`config.mk`:
```
export PLATFORM = sky130hd
export DESIGN_NAME = pss_scan
export DESIGN_NICKNAME = d
export VERILOG_FILES = /design/src/sv/pss_pkg.sv /design/src/sv/pss_scan.sv
export SDC_FILE = /design/constraint.sdc
export NUM_CORES = 1
export LEC_CHECK = 0
export CAP_MARGIN = 20
export CELL_PAD_IN_SITES_DETAIL_PLACEMENT = 1
export CELL_PAD_IN_SITES_GLOBAL_PLACEMENT = 1
export CORE_ASPECT_RATIO = 1.75
export CORE_MARGIN = 4
export CORE_UTILIZATION = 30
export CTS_BUF_LIST = sky130_fd_sc_hd__clkbuf_16
export CTS_CLUSTER_DIAMETER = 60
export DETAILED_ROUTE_END_ITERATION = 8
export DONT_BUFFER_PORTS = 1
export GPL_TIMING_DRIVEN = 0
export PLACE_DENSITY = 0.63
export SLEW_MARGIN = 20
export SYNTH_ARGS = -nofsm -noshare
export SYNTH_HDL_FRONTEND = slang
export SYNTH_SLANG_ARGS = --single-unit
```
`constraint.sdc`:
```
create_clock -name clk -period 3.3 [get_ports clk]
set_clock_uncertainty 0.15 [all_clocks]
set_input_delay 0.165 -clock clk [delete_from_list [all_inputs] [get_ports clk]]
set_output_delay 0.165 -clock clk [all_outputs]
set_load 0.05 [all_outputs]
```
`src/sv/pss_pkg.sv`:
```
`timescale 1ns / 1ps

package pss_pkg;

    // fixed field widths
    localparam int PIXEL_INDEX_W = 15;
    localparam int CODE_W        = 2;
    localparam int COLOR_W       = 32;
    localparam int CFG_INDEX_W   = 3;
    localparam int CFG_DATA_W    = 32;
    localparam int SCALE_REG_W   = 4;
    localparam int PALETTE_SIZE  = 4;

    // item function codes
    localparam logic FUNC_WRITE = 1'b0;
    localparam logic FUNC_FETCH = 1'b1;

    // configuration register map
    typedef enum logic [CFG_INDEX_W-1:0] {
        REG_WHITE = 3'd0,
        REG_LIGHT = 3'd1,
        REG_DARK  = 3'd2,
        REG_BLACK = 3'd3,
        REG_SCALE = 3'd4
    } cfg_reg_e_t;

    // register reset values
    localparam logic [COLOR_W-1:0] WHITE_RESET = 32'hFFFF_FFFF;
    localparam logic [COLOR_W-1:0] LIGHT_RESET = 32'hFFAA_AAAA;
    localparam logic [COLOR_W-1:0] DARK_RESET  = 32'hFF55_5555;
    localparam logic [COLOR_W-1:0] BLACK_RESET = 32'hFF00_0000;
    localparam logic [SCALE_REG_W-1:0] SCALE_RESET = 4'd4;

    typedef struct packed {
        logic                     func;
        logic [PIXEL_INDEX_W-1:0] pixel_index;
        logic [CODE_W-1:0]        pixel_code;
    } in_item_t;

    typedef struct packed {
        logic [COLOR_W-1:0] color;
        logic               end_of_row;
        logic               end_of_frame;
    } out_item_t;

    // position flags of one fetched pixel
    typedef struct packed {
        logic end_of_row;
        logic end_of_frame;
    } scan_pos_t;

endpackage

```
`src/sv/pss_scan.sv`:
```
`timescale 1ns / 1ps

module pss_scan #(
    parameter int SRC_WIDTH = 160,
    parameter int SRC_HEIGHT = 144,
    parameter int MAX_SCALE = 8,
    parameter int ADDR_W = 15
) (
    input  logic                            clk,
    input  logic                            rst_n,
    input  logic                            restart,
    input  logic [pss_pkg::SCALE_REG_W-1:0] scale,
    input  logic                            advance,
    output logic [ADDR_W-1:0]               addr,
    output pss_pkg::scan_pos_t              pos
);
    import pss_pkg::*;

    localparam int COL_W = (SRC_WIDTH > 1) ? $clog2(SRC_WIDTH) : 1;
    localparam int ROW_W = (SRC_HEIGHT > 1) ? $clog2(SRC_HEIGHT) : 1;
    localparam int REP_W = (MAX_SCALE > 1) ? $clog2(MAX_SCALE) : 1;

    logic [COL_W-1:0]  col_reg, col_next;
    logic [ROW_W-1:0]  row_reg, row_next;
    logic [REP_W-1:0]  col_rep_reg, col_rep_next;
    logic [REP_W-1:0]  row_rep_reg, row_rep_next;
    logic [ADDR_W-1:0] addr_reg, addr_next;
    logic [ADDR_W-1:0] row_base_reg, row_base_next;

    logic [31:0] scale_wide;
    logic [31:0] eff_scale;
    logic        last_col;
    logic        last_row;
    logic        eor;
    logic        eof;

    // effective scale: zero acts as one, clamp at the maximum
    always_comb
    begin
        scale_wide = 32'(scale);
        if (scale_wide == 32'd0)
        begin
            eff_scale = 32'd1;
        end
        else if (scale_wide > 32'(MAX_SCALE))
        begin
            eff_scale = 32'(MAX_SCALE);
        end
        else
        begin
            eff_scale = scale_wide;
        end
    end

    // position flags
    assign last_col = (32'(col_rep_reg) + 32'd1) >= eff_scale;
    assign last_row = (32'(row_rep_reg) + 32'd1) >= eff_scale;
    assign eor      = last_col && ((32'(col_reg) + 32'd1) >= 32'(SRC_WIDTH));
    assign eof      = eor && last_row && ((32'(row_reg) + 32'd1) >= 32'(SRC_HEIGHT));

    // scan step, address kept as a running pointer
    always_comb
    begin
        col_next      = col_reg;
        row_next      = row_reg;
        col_rep_next  = col_rep_reg;
        row_rep_next  = row_rep_reg;
        addr_next     = addr_reg;
        row_base_next = row_base_reg;
        if (restart)
        begin
            col_next      = '0;
            row_next      = '0;
            col_rep_next  = '0;
            row_rep_next  = '0;
            addr_next     = '0;
            row_base_next = '0;
        end
        else if (advance)
        begin
            if (!last_col)
            begin
                col_rep_next = col_rep_reg + 1'b1;
            end
            else if (!eor)
            begin
                col_rep_next = '0;
                col_next     = col_reg + 1'b1;
                addr_next    = addr_reg + 1'b1;
            end
            else if (!last_row)
            begin
                // repeat the same source row
                col_rep_next = '0;
                col_next     = '0;
                row_rep_next = row_rep_reg + 1'b1;
                addr_next    = row_base_reg;
            end
            else if (!eof)
            begin
                col_rep_next  = '0;
                col_next      = '0;
                row_rep_next  = '0;
                row_next      = row_reg + 1'b1;
                addr_next     = addr_reg + 1'b1;
                row_base_next = addr_reg + 1'b1;
            end
            else
            begin
                // wrap to frame start
                col_rep_next  = '0;
                col_next      = '0;
                row_rep_next  = '0;
                row_next      = '0;
                addr_next     = '0;
                row_base_next = '0;
            end
        end
    end

    always_ff @(posedge clk or negedge rst_n)
    begin
        if (!rst_n)
        begin
            col_reg      <= '0;
            row_reg      <= '0;
            col_rep_reg  <= '0;
            row_rep_reg  <= '0;
            addr_reg     <= '0;
            row_base_reg <= '0;
        end
        else
        begin
            col_reg      <= col_next;
            row_reg      <= row_next;
            col_rep_reg  <= col_rep_next;
            row_rep_reg  <= row_rep_next;
            addr_reg     <= addr_next;
            row_base_reg <= row_base_next;
        end
    end

    assign addr             = addr_reg;
    assign pos.end_of_row   = eor;
    assign pos.end_of_frame = eof;

    // pointer tracks row base plus column
    assert property (@(posedge clk) disable iff (!rst_n)
        32'(addr_reg) == 32'(row_base_reg) + 32'(col_reg))
        else $error("scan pointer out of step with column");

    // counters stay inside the screen
    assert property (@(posedge clk) disable iff (!rst_n)
        (32'(col_reg) < 32'(SRC_WIDTH)) && (32'(row_reg) < 32'(SRC_HEIGHT)))
        else $error("scan position beyond screen");

    // frame end wraps the pointer to zero
    assert property (@(posedge clk) disable iff (!rst_n)
        (advance && eof && !restart) |=> (addr_reg == '0) && (row_base_reg == '0))
        else $error("scan did not wrap at frame end");

endmodule
```
==> summary.md <==
The run finished with clean final reports. Dividing the detail-routed wire length by the instance count gives 20.2 um. Category of the critical setup timing path: reg -> out. The final number of hold-violating endpoints is 0, and the number of global-route vias before repair is 3364. The slowest stage of the critical path belongs to the cell sky130_fd_sc_hd__a311oi_1. Traced cell by cell, the critical path runs through ha_1 > or3_1 > a311oi_1 > nor2_1 > buf_4. The final instance area came out at 3740 sq um.

For the number of sinks on the clock net, the log shows 52. Number of buffers and inverters on the critical path: 1. In this run the worst path has a maximum fanout of 5.

The initialized floorplan defines 50 standard-cell rows. The y dimension of the die was 147 um. Kind of start point of the critical path: a flop. The worst slew slack as a fraction of its limit was 36.5%; the count of state elements after synthesis was 52.

The leakage power total was 1.56 nW. Setup violations remaining at the end of the flow were counted as 0. Summed over all nets, the half-perimeter wirelength after detailed placement is 8.03 mm. Data on the critical path is required at its endpoint by 2.98 ns.

The routed design has 10.8 mm of wire. The number of different library cells used by synthesis comes to 56. The internal power component came out at 0.967 mW. Setup repair after global routing left no endpoint under its margin.

Clock-pin slew was measured on the worst setup and hold paths at 0.07 ns. Counting flops with a built-in enable in the synthesized netlist gives 0. The top-level port count is 25. In the post-route analysis, the smallest setup slack over all paths is 0.146 ns.

Clock tree synthesis inserted a total of 5 buffers. The worst setup path is captured at an output pin. The layout cell share with drive strength beyond 1 is 8.17%, and the fraction of the cycle the final worst path needs is 95.6%. Commonest non-fill, non-tap cell in the layout: sky130_fd_sc_hd__dfrtp_1. Compared with the post-synthesis result, the final layout area differs by 12.5%. Core region area: 10800 sq um. Summing all multi-input logic gate instances after layout gives 1910 sq um. On the critical path the largest part of the delay comes from compound AO/OA/AOI/OAI gates. After detailed routing, the number of vias per cell comes to 5.79. Per report_power, the sequential group accounts for 50.0% of the total. The run gives 0 as the overall overflow remaining after global route.

In this run the power density over the cells is 363 nW/um^2. The net count reported at finish is 426. Mean area per synthesized cell: 8.56 sq um. The detailed-route via count came out at 3092. For this design the total switching power over the nets is 0.391 mW.

The logs give 17.9% for the total routing resource utilization after global routing and 17.9 mm for the global-route wire length before repair. The top cell types in the final layout, fill and taps aside, are sky130_fd_sc_hd__dfrtp_1 (52), sky130_fd_sc_hd__nand2_1 (38), sky130_fd_sc_hd__nor2_1 (31). For the number of iterations in the first detailed-routing pass, the log shows 4.

TritonCTS built the clock tree. Across the VDD grid, the largest voltage drop is 261 uV. The most common flop cell mapped by yosys was sky130_fd_sc_hd__dfrtp_1. The largest incremental delay on the critical path is 0.80 ns.

Worst hold-check path type: in -> reg. Summing the sequential cell areas from Yosys gives 39.1% of the chip area. The minimum period implied by the final worst setup slack came out at 3.15 ns.

The number of I/O port buffers was 0; the initial antenna violation count was 0. Of all flip-flops after synthesis, the portion carrying an async set or reset was 100%. For the pin with the worst max-slew slack, the measured transition is 0.946 ns. The logs give 2.84 ns for the data arrival time of the worst path and 317 MHz for the fmax. Clock tree synthesis selected as its root buffer the cell sky130_fd_sc_hd__clkbuf_16.

The run gives 0 as the count of inserted antenna diode cells. The run gives 0 as the count of antenna-violating nets left after detailed routing. The clock network is responsible for 38.8% of the overall power. The worst-skew pair later-pin latency is 0.30 ns, and the final estimated routing congestion in global placement is 0.808. Maximum buffer depth of the clock tree: 2.

Counting the fill cells in the layout gives 1313. When the netlist entered floorplanning its net count stood at 412. During synthesis, Yosys emitted a total of 0 warnings. The run gives 2 as the maximum level of the CTS H-tree. For the portion of total power attributed to combinational logic, the log shows 11.2%. The tools report the post-detailed-route DRC marker count as 0.

Across the run, the number of max-cap violations was 0. The cell area after placement came out at 3490 sq um. For this block, the initial DRC count from the detailed router was 117. For this configuration, the core starts out at a cell density of 30.9%.

At the placement stage, the worst setup path has a slack of -0.0844 ns. The die covers 12900 sq um. The final max-slew violation count is 0, and the post-synth design cell area is 3330 sq um. For the gate count of the mapped netlist, the log shows 389. The tools report the area taken by flip-flops and latches as 1300 sq um.

The fraction of power spent switching nets was 28.8%; the maximum number of pins on one net before global-route repair was 53. The die outline width came out at 87.6 um.
==> layout make-up <==
class	instances	share of cell area, %
multi-input combinational	303	51.0
sequential	52	34.8
tap	130	4.34
clock buffer	5	3.34
buffer	23	2.91
timing repair buffer	8	2.27
inverter	10	1.00
clock inverter	3	0.401
==> worst paths after layout <==
path,startpoint,end,slack (ns),cells after the start
min in group asynchronous,rst_n,addr[7],0.23,2
max in group asynchronous,rst_n,col_rep_reg[0],2.50,2
max,col_reg[0],pos[1],0.15,5
max reg2reg,row_rep_reg[0],addr[14],0.23,9
min,advance,col_reg[2],0.002,3
min reg2reg,row_base_reg[6],row_base_reg[6],0.34,2
==> cell families (layout without fill, tap and decap cells) <==
group / Yosys count / in the layout / synth area share [%]
flip-flops: 52 / 52 / 39.1
AO/OA/AOI/OAI: 105 / 105 / 20.6
multiplexers: 2 / 2 / 0.639
AND/OR/NAND/NOR: 165 / 165 / 25.4
buffers and inverters: 34 / 49 / 4.40
XOR/XNOR: 16 / 16 / 4.21
adder cells (fa/ha/maj): 15 / 15 / 5.64
==> worst reg2reg max path, cell delays in order (launching register included) <==
cell and delay (ns):
sky130_fd_sc_hd__dfrtp_1 0.44, sky130_fd_sc_hd__ha_1 0.26, sky130_fd_sc_hd__xor2_1 0.18, sky130_fd_sc_hd__ha_1 0.22, sky130_fd_sc_hd__a2111o_1 0.44, sky130_fd_sc_hd__and2_1 0.22, sky130_fd_sc_hd__clkbuf_2 0.24, sky130_fd_sc_hd__a21oi_2 0.27
sky130_fd_sc_hd__nand2_2 0.21, sky130_fd_sc_hd__o32ai_1 0.33
==> Yosys cell counts, drive strengths merged (6+ instances only) <==
library cell / instances / share of area (%)
a21oi: 30 / 4.5
and3: 9 / 1.7
buf: 6 / 1.2
clkbuf: 18 / 2.0
dfrtp: 52 / 39
ha: 15 / 5.6
inv: 10 / 1.1
nand2: 40 / 4.7
nand3: 28 / 4.2
nand4: 10 / 2.1
nor2: 31 / 3.5
nor3: 16 / 2.7
o21ai: 27 / 4.1
o22ai: 9 / 1.7
or3: 7 / 1.3
xnor2: 8 / 2.1
xor2: 8 / 2.1
==> metrics by stage <==
stage	total power, mW	hold WS [ns]	utilization (%)	setup TNS [ns]	instances
2_1_floorplan	0.772	-0.281	-	0	389
3_3_place_gp	0.814	-0.279	32.4	-0.0528	519
3_5_place_dp	0.818	-0.279	32.4	-0.314	519
4_1_cts	1.37	0.00436	34.3	-0.0885	530
5_1_grt	1.43	0.0314	34.8	0	534
6_report	1.36	0.00241	34.8	0	534
==> power groups by stage <==
stage          registers, mW  logic [mW]  clock network [mW]
2_1_floorplan          0.686      0.0856                   0
3_3_place_gp           0.692       0.122                   0
3_5_place_dp           0.692       0.126                   0
4_1_cts                0.679       0.150               0.543
5_1_grt                0.681       0.172               0.575
6_report               0.679       0.152               0.527
==> layer usage <==
layer | routed length [um] | global-route usage [%] | share of wire (%) | up-vias
li1 | - | - | - | 1465
met1 | 4040 | 19.3 | 38 | 1564
met2 | 6140 | 33.5 | 57 | 44
met4 | 348 | 8.22 | 3.2 | 0
met3 | 239 | 2.13 | 2.2 | 19
met5 | 0 | 0 | 0 | -
==> what timing repair did <==
item / in CTS / in global routing
gates resized for setup: 3 / 7
setup buffers: 0 / 5
hold endpoints to repair: 55 / 0
pin swaps: 0 / 1
endpoints found under the setup margin: 14 / 19
hold buffers: 3 / 0
(Power assumes the default switching activity.)
